### config.mk
export PLATFORM = sky130hd
export DESIGN_NAME = distance_filter_density_hysteresis
export DESIGN_NICKNAME = d
export VERILOG_FILES = /design/src/hdl/dfdh_pkg.sv /design/src/hdl/dfdh_lane_ram.sv /design/src/hdl/dfdh_update.sv /design/src/hdl/distance_filter_density_hysteresis.sv
export SDC_FILE = /design/constraint.sdc
export NUM_CORES = 1
export LEC_CHECK = 0
export BUFFER_PORTS_ARGS = -buffer_cell sky130_fd_sc_hd__buf_2
export CORE_AREA = 4 4 261 263
export CTS_CLUSTER_SIZE = 25
export DETAILED_ROUTE_END_ITERATION = 10
export DIE_AREA = 0 0 265 267
export GPL_ROUTABILITY_DRIVEN = 0
export HOLD_SLACK_MARGIN = 0.02
export PLACE_DENSITY = 0.37
export SYNTH_ARGS = -nofsm -noshare
export SYNTH_HDL_FRONTEND = slang
export SYNTH_SLANG_ARGS = --single-unit
### constraint.sdc
create_clock -name i_clk -period 10.35 [get_ports i_clk]
set_clock_uncertainty 0.1 [all_clocks]
set_input_delay 1.035 -clock i_clk [delete_from_list [all_inputs] [get_ports i_clk]]
set_output_delay 1.035 -clock i_clk [all_outputs]
set_load 0.05 [all_outputs]
### src/hdl/dfdh_pkg.sv
// ============================================================================
// dfdh_pkg
// Shared types, constants and quantizer functions for the distance filter.
// ============================================================================
package dfdh_pkg;

    // Lane storage
    localparam int LANE_COUNT = 4;
    localparam int LANE_AW    = (LANE_COUNT > 1) ? $clog2(LANE_COUNT) : 1;

    // Field widths
    localparam int LANE_W  = 2;
    localparam int DIST_W  = 16;
    localparam int ALPHA_W = 9;
    localparam int LIMIT_W = 8;
    localparam int COUNT_W = 8;
    localparam int LEVEL_W = 4;

    // Configuration port
    localparam int CFG_IDX_W  = 2;
    localparam int CFG_DATA_W = 9;

    typedef enum logic [CFG_IDX_W-1:0] {
        CFG_ALPHA_Q8      = 2'd0,
        CFG_INVALID_LIMIT = 2'd1
    } t_cfg_index;

    localparam logic [ALPHA_W-1:0] ALPHA_RESET = 9'd77;
    localparam logic [ALPHA_W-1:0] ALPHA_ONE   = 9'd256;
    localparam logic [LIMIT_W-1:0] LIMIT_RESET = 8'd3;
    localparam logic [COUNT_W-1:0] COUNT_MAX   = 8'd255;

    // Density levels
    localparam logic [LEVEL_W-1:0] LEVEL_0  = 4'd0;
    localparam logic [LEVEL_W-1:0] LEVEL_2  = 4'd2;
    localparam logic [LEVEL_W-1:0] LEVEL_4  = 4'd4;
    localparam logic [LEVEL_W-1:0] LEVEL_6  = 4'd6;
    localparam logic [LEVEL_W-1:0] LEVEL_8  = 4'd8;
    localparam logic [LEVEL_W-1:0] LEVEL_10 = 4'd10;

    // Direct quantizer bounds, 1/16 cm
    localparam logic [DIST_W-1:0] DIRECT_10 = 16'd160;
    localparam logic [DIST_W-1:0] DIRECT_8  = 16'd320;
    localparam logic [DIST_W-1:0] DIRECT_6  = 16'd480;
    localparam logic [DIST_W-1:0] DIRECT_4  = 16'd640;
    localparam logic [DIST_W-1:0] DIRECT_2  = 16'd960;

    // Hysteresis bounds, 1/16 cm
    localparam logic [DIST_W-1:0] HYST_10_DOWN = 16'd184;
    localparam logic [DIST_W-1:0] HYST_8_UP    = 16'd144;
    localparam logic [DIST_W-1:0] HYST_8_DOWN  = 16'd336;
    localparam logic [DIST_W-1:0] HYST_6_UP    = 16'd304;
    localparam logic [DIST_W-1:0] HYST_6_DOWN  = 16'd496;
    localparam logic [DIST_W-1:0] HYST_4_UP    = 16'd464;
    localparam logic [DIST_W-1:0] HYST_4_DOWN  = 16'd656;
    localparam logic [DIST_W-1:0] HYST_2_UP    = 16'd624;
    localparam logic [DIST_W-1:0] HYST_2_DOWN  = 16'd976;

    typedef struct packed {
        logic [LANE_W-1:0] lane_index;
        logic [DIST_W-1:0] raw_distance;
        logic              raw_ok;
    } t_in_item;

    typedef struct packed {
        logic [DIST_W-1:0]  smoothed_distance;
        logic               smoothed_ok;
        logic [LEVEL_W-1:0] density;
    } t_out_item;

    typedef struct packed {
        logic [DIST_W-1:0]  filtered;
        logic               initialized;
        logic [COUNT_W-1:0] bad_count;
        logic [LEVEL_W-1:0] level;
    } t_lane_state;

    function automatic logic [LEVEL_W-1:0] quantize_direct(input logic [DIST_W-1:0] d);
        logic [LEVEL_W-1:0] lv;
        if (d <= DIRECT_10)     lv = LEVEL_10;
        else if (d <= DIRECT_8) lv = LEVEL_8;
        else if (d <= DIRECT_6) lv = LEVEL_6;
        else if (d <= DIRECT_4) lv = LEVEL_4;
        else if (d <= DIRECT_2) lv = LEVEL_2;
        else                    lv = LEVEL_0;
        return lv;
    endfunction

    function automatic logic [LEVEL_W-1:0] next_level(input logic [LEVEL_W-1:0] level,
                                                      input logic [DIST_W-1:0]  d);
        logic [LEVEL_W-1:0] lv;
        unique case (level)
            LEVEL_10: begin
                lv = (d > HYST_10_DOWN) ? LEVEL_8 : LEVEL_10;
            end
            LEVEL_8: begin
                if (d <= HYST_8_UP)        lv = LEVEL_10;
                else if (d > HYST_8_DOWN)  lv = LEVEL_6;
                else                       lv = LEVEL_8;
            end
            LEVEL_6: begin
                if (d <= HYST_6_UP)        lv = LEVEL_8;
                else if (d > HYST_6_DOWN)  lv = LEVEL_4;
                else                       lv = LEVEL_6;
            end
            LEVEL_4: begin
                if (d <= HYST_4_UP)        lv = LEVEL_6;
                else if (d > HYST_4_DOWN)  lv = LEVEL_2;
                else                       lv = LEVEL_4;
            end
            LEVEL_2: begin
                if (d <= HYST_2_UP)        lv = LEVEL_4;
                else if (d > HYST_2_DOWN)  lv = LEVEL_0;
                else                       lv = LEVEL_2;
            end
            default: begin
                lv = quantize_direct(d);
            end
        endcase
        return lv;
    endfunction

endpackage

### src/hdl/dfdh_lane_ram.sv
// ============================================================================
// dfdh_lane_ram
// Per-lane state memory: registered read, one write port, entry valid bits
// and forwarding of the most recent write.
// ============================================================================
module dfdh_lane_ram
    import dfdh_pkg::*;
(
    input  logic               i_clk,
    input  logic               i_rst_n,
    input  logic               i_rd_en,
    input  logic [LANE_AW-1:0] i_rd_addr,
    input  logic               i_wr_en,
    input  logic [LANE_AW-1:0] i_wr_addr,
    input  t_lane_state        i_wr_data,
    output t_lane_state        o_rd_data
);

    t_lane_state             r_mem [LANE_COUNT];
    logic [LANE_COUNT-1:0]   r_ent_valid;
    t_lane_state             r_rd_raw;
    logic                    r_rd_valid;
    logic [LANE_AW-1:0]      r_rd_addr;
    t_lane_state             r_lw_data;
    logic [LANE_AW-1:0]      r_lw_addr;
    logic                    r_lw_valid;

    always_ff @(posedge i_clk) begin
        if (i_wr_en) begin
            r_mem[i_wr_addr] <= i_wr_data;
        end
        if (i_rd_en) begin
            r_rd_raw  <= r_mem[i_rd_addr];
            r_rd_addr <= i_rd_addr;
        end
        if (i_wr_en) begin
            r_lw_data <= i_wr_data;
            r_lw_addr <= i_wr_addr;
        end
    end

    always_ff @(posedge i_clk) begin
        if (!i_rst_n) begin
            r_ent_valid <= '0;
            r_rd_valid  <= 1'b0;
            r_lw_valid  <= 1'b0;
        end else begin
            if (i_wr_en) begin
                r_ent_valid[i_wr_addr] <= 1'b1;
                r_lw_valid             <= 1'b1;
            end
            if (i_rd_en) begin
                r_rd_valid <= r_ent_valid[i_rd_addr];
            end
        end
    end

    // The last write is always the newest copy of its lane
    always_comb begin
        if (r_lw_valid && (r_lw_addr == r_rd_addr)) begin
            o_rd_data = r_lw_data;
        end else if (r_rd_valid) begin
            o_rd_data = r_rd_raw;
        end else begin
            o_rd_data = '0;
        end
    end

endmodule

### src/hdl/dfdh_update.sv
// ============================================================================
// dfdh_update
// Lane state update: invalid-reading count, filter blend and hysteresis
// quantizer.
// ============================================================================
module dfdh_update
    import dfdh_pkg::*;
(
    input  t_lane_state        i_state,
    input  t_in_item           i_item,
    input  logic [ALPHA_W-1:0] i_alpha,
    input  logic [LIMIT_W-1:0] i_limit,
    output t_lane_state        o_state,
    output t_out_item          o_result
);

    logic [ALPHA_W-1:0]  alpha_sat;
    logic signed [16:0]  diff;
    logic signed [26:0]  prod;
    logic signed [26:0]  acc;
    logic [DIST_W-1:0]   blend;
    logic [COUNT_W-1:0]  bad_inc;
    logic                ok_out;
    logic [DIST_W-1:0]   out_dist;

    // new = (256*old + a*(raw-old) + 128) >> 8
    assign alpha_sat = (i_alpha > ALPHA_ONE) ? ALPHA_ONE : i_alpha;
    assign diff  = $signed({1'b0, i_item.raw_distance}) - $signed({1'b0, i_state.filtered});
    assign prod  = $signed({1'b0, alpha_sat}) * diff;
    assign acc   = $signed({3'b000, i_state.filtered, 8'h00}) + prod + 27'sd128;
    assign blend = acc[23:8];

    assign bad_inc = (i_state.bad_count == COUNT_MAX) ? COUNT_MAX
                                                      : i_state.bad_count + 8'd1;

    always_comb begin
        o_state  = i_state;
        ok_out   = 1'b0;
        out_dist = '0;
        if (!i_item.raw_ok) begin
            o_state.bad_count = bad_inc;
            if (i_state.initialized && (bad_inc < i_limit)) begin
                ok_out   = 1'b1;
                out_dist = i_state.filtered;
            end else if (bad_inc >= i_limit) begin
                o_state.filtered    = '0;
                o_state.initialized = 1'b0;
            end
        end else begin
            o_state.bad_count   = '0;
            o_state.initialized = 1'b1;
            o_state.filtered    = i_state.initialized ? blend : i_item.raw_distance;
            ok_out              = 1'b1;
            out_dist            = o_state.filtered;
        end

        // Unlisted codes and level zero both quantize directly
        o_state.level = ok_out ? next_level(i_state.level, out_dist) : LEVEL_0;

        o_result.smoothed_distance = out_dist;
        o_result.smoothed_ok       = ok_out;
        o_result.density           = o_state.level;
    end

endmodule

### src/hdl/distance_filter_density_hysteresis.sv
// ============================================================================
// distance_filter_density_hysteresis
// Per-lane distance smoother with a six-level density quantizer.
// ============================================================================
// Takes one distance reading per transfer, one per clock cycle sustained
// while the output is not stalled. Each reading is read from the lane
// state memory in the cycle it is accepted, held in the update stage until
// the output register is free, updated there and written back as it moves
// into the output register, which offers its result until its transfer.
// Back-to-back readings of the same lane are served by forwarding the last
// write-back; no lane ever stalls the input. Lane state clears on reset via
// per-lane valid bits, without a clearing pass. Configuration (filter
// weight, invalid-reading limit) is taken at once and should be written
// only while the block holds no reading.
// ============================================================================
module distance_filter_density_hysteresis
    import dfdh_pkg::*;
(
    input  logic                  i_clk,
    input  logic                  i_rst_n,
    input  logic                  i_in_valid,
    output logic                  o_in_stall,
    input  t_in_item              i_in,
    output logic                  o_out_valid,
    input  logic                  i_out_stall,
    output t_out_item             o_out,
    input  logic                  i_cfg_valid,
    output logic                  o_cfg_ready,
    input  logic [CFG_IDX_W-1:0]  i_cfg_index,
    input  logic [CFG_DATA_W-1:0] i_cfg_data
);

    logic [ALPHA_W-1:0] r_alpha;
    logic [LIMIT_W-1:0] r_limit;
    logic               r_s1_valid;
    t_in_item           r_s1_item;
    logic               r_out_valid;
    t_out_item          r_out;

    logic               out_free;
    logic               s1_adv;
    logic               in_acc;
    logic               s1_in_range;
    t_lane_state        rd_state;
    t_lane_state        upd_state;
    t_out_item          upd_result;

    // Configuration registers: always ready, write decoded by index
    assign o_cfg_ready = 1'b1;

    always_ff @(posedge i_clk) begin
        if (!i_rst_n) begin
            r_alpha <= ALPHA_RESET;
            r_limit <= LIMIT_RESET;
        end else if (i_cfg_valid && o_cfg_ready) begin
            unique case (i_cfg_index)
                CFG_ALPHA_Q8:      r_alpha <= i_cfg_data[ALPHA_W-1:0];
                CFG_INVALID_LIMIT: r_limit <= i_cfg_data[LIMIT_W-1:0];
                default: ;
            endcase
        end
    end

    // Flow control: advance the update stage whenever the output register
    // is empty or being taken; accept a new reading whenever the update
    // stage can move on.
    assign out_free   = !r_out_valid || !i_out_stall;
    assign s1_adv     = r_s1_valid && out_free;
    assign o_in_stall = r_s1_valid && !out_free;
    assign in_acc     = i_in_valid && !o_in_stall;

    // Lanes beyond the stored count change nothing and report all zero
    assign s1_in_range = 32'(r_s1_item.lane_index) < LANE_COUNT;

    dfdh_lane_ram u_ram (
        .i_clk     (i_clk),
        .i_rst_n   (i_rst_n),
        .i_rd_en   (in_acc),
        .i_rd_addr (LANE_AW'(i_in.lane_index)),
        .i_wr_en   (s1_adv && s1_in_range),
        .i_wr_addr (LANE_AW'(r_s1_item.lane_index)),
        .i_wr_data (upd_state),
        .o_rd_data (rd_state)
    );

    dfdh_update u_update (
        .i_state  (rd_state),
        .i_item   (r_s1_item),
        .i_alpha  (r_alpha),
        .i_limit  (r_limit),
        .o_state  (upd_state),
        .o_result (upd_result)
    );

    // Update stage: hold the item while its memory read completes
    always_ff @(posedge i_clk) begin
        if (!i_rst_n) begin
            r_s1_valid <= 1'b0;
        end else if (in_acc) begin
            r_s1_valid <= 1'b1;
        end else if (s1_adv) begin
            r_s1_valid <= 1'b0;
        end
    end

    always_ff @(posedge i_clk) begin
        if (in_acc) begin
            r_s1_item <= i_in;
        end
    end

    // Output register: hold the result until its transfer
    always_ff @(posedge i_clk) begin
        if (!i_rst_n) begin
            r_out_valid <= 1'b0;
        end else if (out_free) begin
            r_out_valid <= r_s1_valid;
        end
    end

    always_ff @(posedge i_clk) begin
        if (s1_adv) begin
            r_out <= s1_in_range ? upd_result : '0;
        end
    end

    assign o_out_valid = r_out_valid;
    assign o_out       = r_out;

    // ------------------------------------------------------------------
    // Assertions
    // ------------------------------------------------------------------
    a_no_overrun: assert property (@(posedge i_clk) disable iff (!i_rst_n)
        in_acc |-> (!r_s1_valid || s1_adv))
        else $error("reading accepted while update stage blocked");

    a_density_level: assert property (@(posedge i_clk) disable iff (!i_rst_n)
        o_out_valid |-> (o_out.density == LEVEL_0 || o_out.density == LEVEL_2 ||
                         o_out.density == LEVEL_4 || o_out.density == LEVEL_6 ||
                         o_out.density == LEVEL_8 || o_out.density == LEVEL_10))
        else $error("density outside the level set");

    a_invalid_zero: assert property (@(posedge i_clk) disable iff (!i_rst_n)
        (o_out_valid && !o_out.smoothed_ok) |->
            (o_out.smoothed_distance == '0 && o_out.density == LEVEL_0))
        else $error("invalid result carries distance or level");

    a_alpha_write: assert property (@(posedge i_clk) disable iff (!i_rst_n)
        (i_cfg_valid && o_cfg_ready && i_cfg_index == CFG_ALPHA_Q8) |=>
            (r_alpha == $past(i_cfg_data[ALPHA_W-1:0])))
        else $error("filter weight write lost");

    a_result_follows: assert property (@(posedge i_clk) disable iff (!i_rst_n)
        s1_adv |=> o_out_valid)
        else $error("update stage advanced without a result");

endmodule
==> qor.csv <==
stage,metric,value,unit
critical_path,cp.arrival,10.33,ns
drt,post_drt_wl_per_cell,19.2,µm
timing,max_freq,99.5,MHz
critical_path,crit_path_end_kind,flip-flop,
timing,fin_hold_ws,0.367,ns
timing,setup-violations-final,0,
logic_synthesis,synth_fp_nets,1702,
cts,cts.htree.levels,1,
logic_synthesis,syn_inst,1463,
status,outcome,"finished, final reports clean",
final_layout,final_nets,1822,
cts,root_buffer,clkbuf_16,
worst_hold_path,worstHoldPathType,reg -> reg,
floorplan,die_x,265,µm
critical_path,slowest_stage,edfxtp_1,
drt,drt-vias-per-instance,4.54,
grt,overflow,0,
cts,cts.sinks,231,
logic_synthesis,netlist.area_leader.share,0.378,
logic_synthesis,synth.cell_area,0.0164,mm²
cts,cts-buffers-inserted,24,
logic_synthesis,synthArstFlopShare,0,
logic_synthesis,synth.yosys.seq_area_share,0.408,
critical_path,cp-start-kind,flip-flop,
grt,grtUsageTotal,0.133,
floorplan,pin_count,59,
floorplan,fp.dieArea,0.0708,mm²
critical_path,path_class,reg -> reg,
grt,met1_usage,0.190,
placed_design,dpl_cell_area,0.0181,mm²
drt,drt_iter0_drc,533,
timing,fin_crit,10.05,ns
final_layout,final_area,0.0195,mm²
floorplan,initial_core_util,0.250,
drt,dr.pass1.iters,5,
timing,rsz0062_at_grt,yes,
placed_design,dp_slack,-0.124,ns
timing,max-slew-margin-rel,0.303,
logic_synthesis,ys_warn_count,0,
pwr,p_leak,0.00801,µW
logic_synthesis,synthAdderAreaFrac,0.217,
job,maxCapViolations,0,
logic_synthesis,synthMuxAreaShare,0.0492,
grt,met3_usage,0.0104,
critical_path,slowest_delay,0.54,ns
pwr,power,5400,µW
cts,clock_path_buffers,3,
cts,hold_buffers,0,
cts,cts_tree,yes,
drt,totalWireLength,47.4,mm
logic_synthesis,ys.flop_type,edfxtp_1,
timing,worst_slack,0.298,ns
floorplan,die_h,267,µm
logic_synthesis,syn_area_per_cell,11.2,µm²
grt,grt_max_degree,49,
timing,fin_crit_sh,0.971,
logic_synthesis,synth_enable_flop_cells,206,
timing,drv_slew,0,
drt,ant_nets,0,
logic_synthesis,synth_top_family_by_area,adder cells,
grt,grt_pass1_vias,11647,
placed_design,port-buffer-count,56,
cts,clkTransAtPathRegs,0.07,ns
logic_synthesis,ys_types,92,
logic_synthesis,yosysMostFrequentCell,edfxtp_1,
grt,grtUsageMet2,0.221,
drt,drc,0,
logic_synthesis,ys_seq_elements,231,
final_layout,postLayoutCoreUtil,0.298,
logic_synthesis,yosys.area_share.simple,0.125,
final_layout,layout-drive-gt1-share,0.202,
logic_synthesis,synth_compound_area_frac,0.106,
grt,busiest_layer,met2,
timing,worst_pin_slew,1.04,ns
pwr,p_per_area,277,mW/mm²
pwr,ir_worst_vdd,0.199,mV
logic_synthesis,yosysTopAreaCell,edfxtp_1,
critical_path,path_max_fanout,5,
final_layout,num-fill-cells,6850,
final_layout,syn2layout_area_growth,19.3,%
critical_path,cp.required,10.63,ns
logic_synthesis,synth.area.top_cells,"edfxtp_1 (38%), fa_1 (16%), ha_1 (5.7%)",
critical_path,cp_common_cell,fa_1,
grt,antenna_found_initial,0,
grt,grt_pass1_wl,73.1,mm
drt,vias,11207,
logic_synthesis,synth_xor_xnor_area_share,0.0340,
logic_synthesis,synth_common_cells,"edfxtp_1 (206), inv_1 (191), nand2_1 (157)",
timing,final-hold-violation-count,0,
cts,clkLatencyLatePin,0.53,ns
floorplan,rows,94,
placed_design,place_hpwl,36.2,mm
floorplan,coreArea,0.0656,mm²
==> area by class of cell <==
type                            instances  area (µm²)  area share
Inverter                              194         731      0.0374
Timing Repair Buffer                  149         998      0.0511
Antenna cell                            1        2.50    0.000128
Clock buffer                           26         639      0.0327
Clock inverter                         18         254      0.0130
Multi-Input combinational cell        983        9140       0.468
Tap cell                              864        1080      0.0553
Sequential cell                       231        6690       0.342
==> routing by layer <==
layer	part of all wire	vias up
li1	-	5305
met1	0.48	5693
met2	0.48	161
met3	0.023	48
met4	0.018	0
met5	0	-
==> registers in the layout, summed over array words and instances, names as in the netlist, 4 cells and up <==
register,count
u_ram.r_mem,112
u_ram.r_lw_data,28
u_ram.r_rd_raw,28
o_out,17
r_s1_item,17
r_alpha,9
r_limit,8
u_ram.r_ent_valid,4
==> critical path, delay by kind of cell (launching register included) <==
kind	cells	cell delay, ns
adder cells (fa/ha/maj)	8	3.45
buffers and inverters	5	0.47
flip-flops	1	0.54
multiplexers	1	0.14
AND/OR/NAND/NOR	11	2.22
AO/OA/AOI/OAI	12	2.41
XOR/XNOR	2	0.54
==> cell usage in the layout (no fill, tap or decap), types with 7 or more instances in the layout <==
master	Yosys	layout
nor2b_1	28	26
nor3_1	16	14
edfxtp_1	206	206
and2_1	30	30
buf_2	8	56
ha_1	75	68
a21oi_1	57	55
clkbuf_16	0	25
o21a_1	17	17
mux4_2	29	29
o21ai_0	36	33
a21boi_0	7	7
a31oi_1	16	12
mux2i_1	13	13
o22ai_1	8	7
nand2b_1	9	9
inv_2	3	9
dfxtp_1	25	25
inv_1	191	184
and3_1	20	20
o21bai_1	8	8
a21o_1	19	19
nand3_1	20	19
or3_1	9	9
fa_1	129	126
xor2_1	11	10
xnor2_1	47	43
o211ai_1	9	9
nand4_1	8	8
nand2_1	157	157
nor2_1	89	85
buf_4	5	90
==> per-stage QoR <==
stage,std cells,setup TNS [ns]
after floorplan,1463,0
after global placement,2398,-0.546
after detailed placement,2398,-1.54
after CTS,2442,0
after global routing,2465,-1.82
final,2466,0
==> kinds of logic (layout without fill, tap and decap cells) <==
group           after synthesis  in the layout
compound gates              248            248
xor+xnor                     61             61
fa+ha+maj                   208            208
buf+inv                     249            387
flops                       231            231
mux                          44             44
other cells                   2              3
simple gates                420            420
==> power by group <==
group | internal (µW) | switching, µW | leakage [µW]
registers | 1070 | 19.9 | 0.00216
clock network | 598 | 373 | 0.000424
logic | 1440 | 1910 | 0.00543
==> worst paths after layout <==
path                   startpoint                    to  slack [ns]  cells after the start
min          u_ram.r_ent_valid[3]  u_ram.r_ent_valid[3]        0.37                      1
max            u_ram.r_lw_addr[0]     u_ram.r_mem[1][3]        0.30                     39
max reg2reg    u_ram.r_lw_addr[0]     u_ram.r_mem[1][3]        0.30                     39
min reg2reg  u_ram.r_ent_valid[3]  u_ram.r_ent_valid[3]        0.37                      1
==> repair_timing <==
action,4_1_cts,5_1_grt
setup buffers,0,23
pin swaps,2,58
gates resized for setup,3,77
hold endpoints to repair,0,0
endpoints found under the setup margin,15,15
Note: power is estimated with default switching activity, not from simulation.
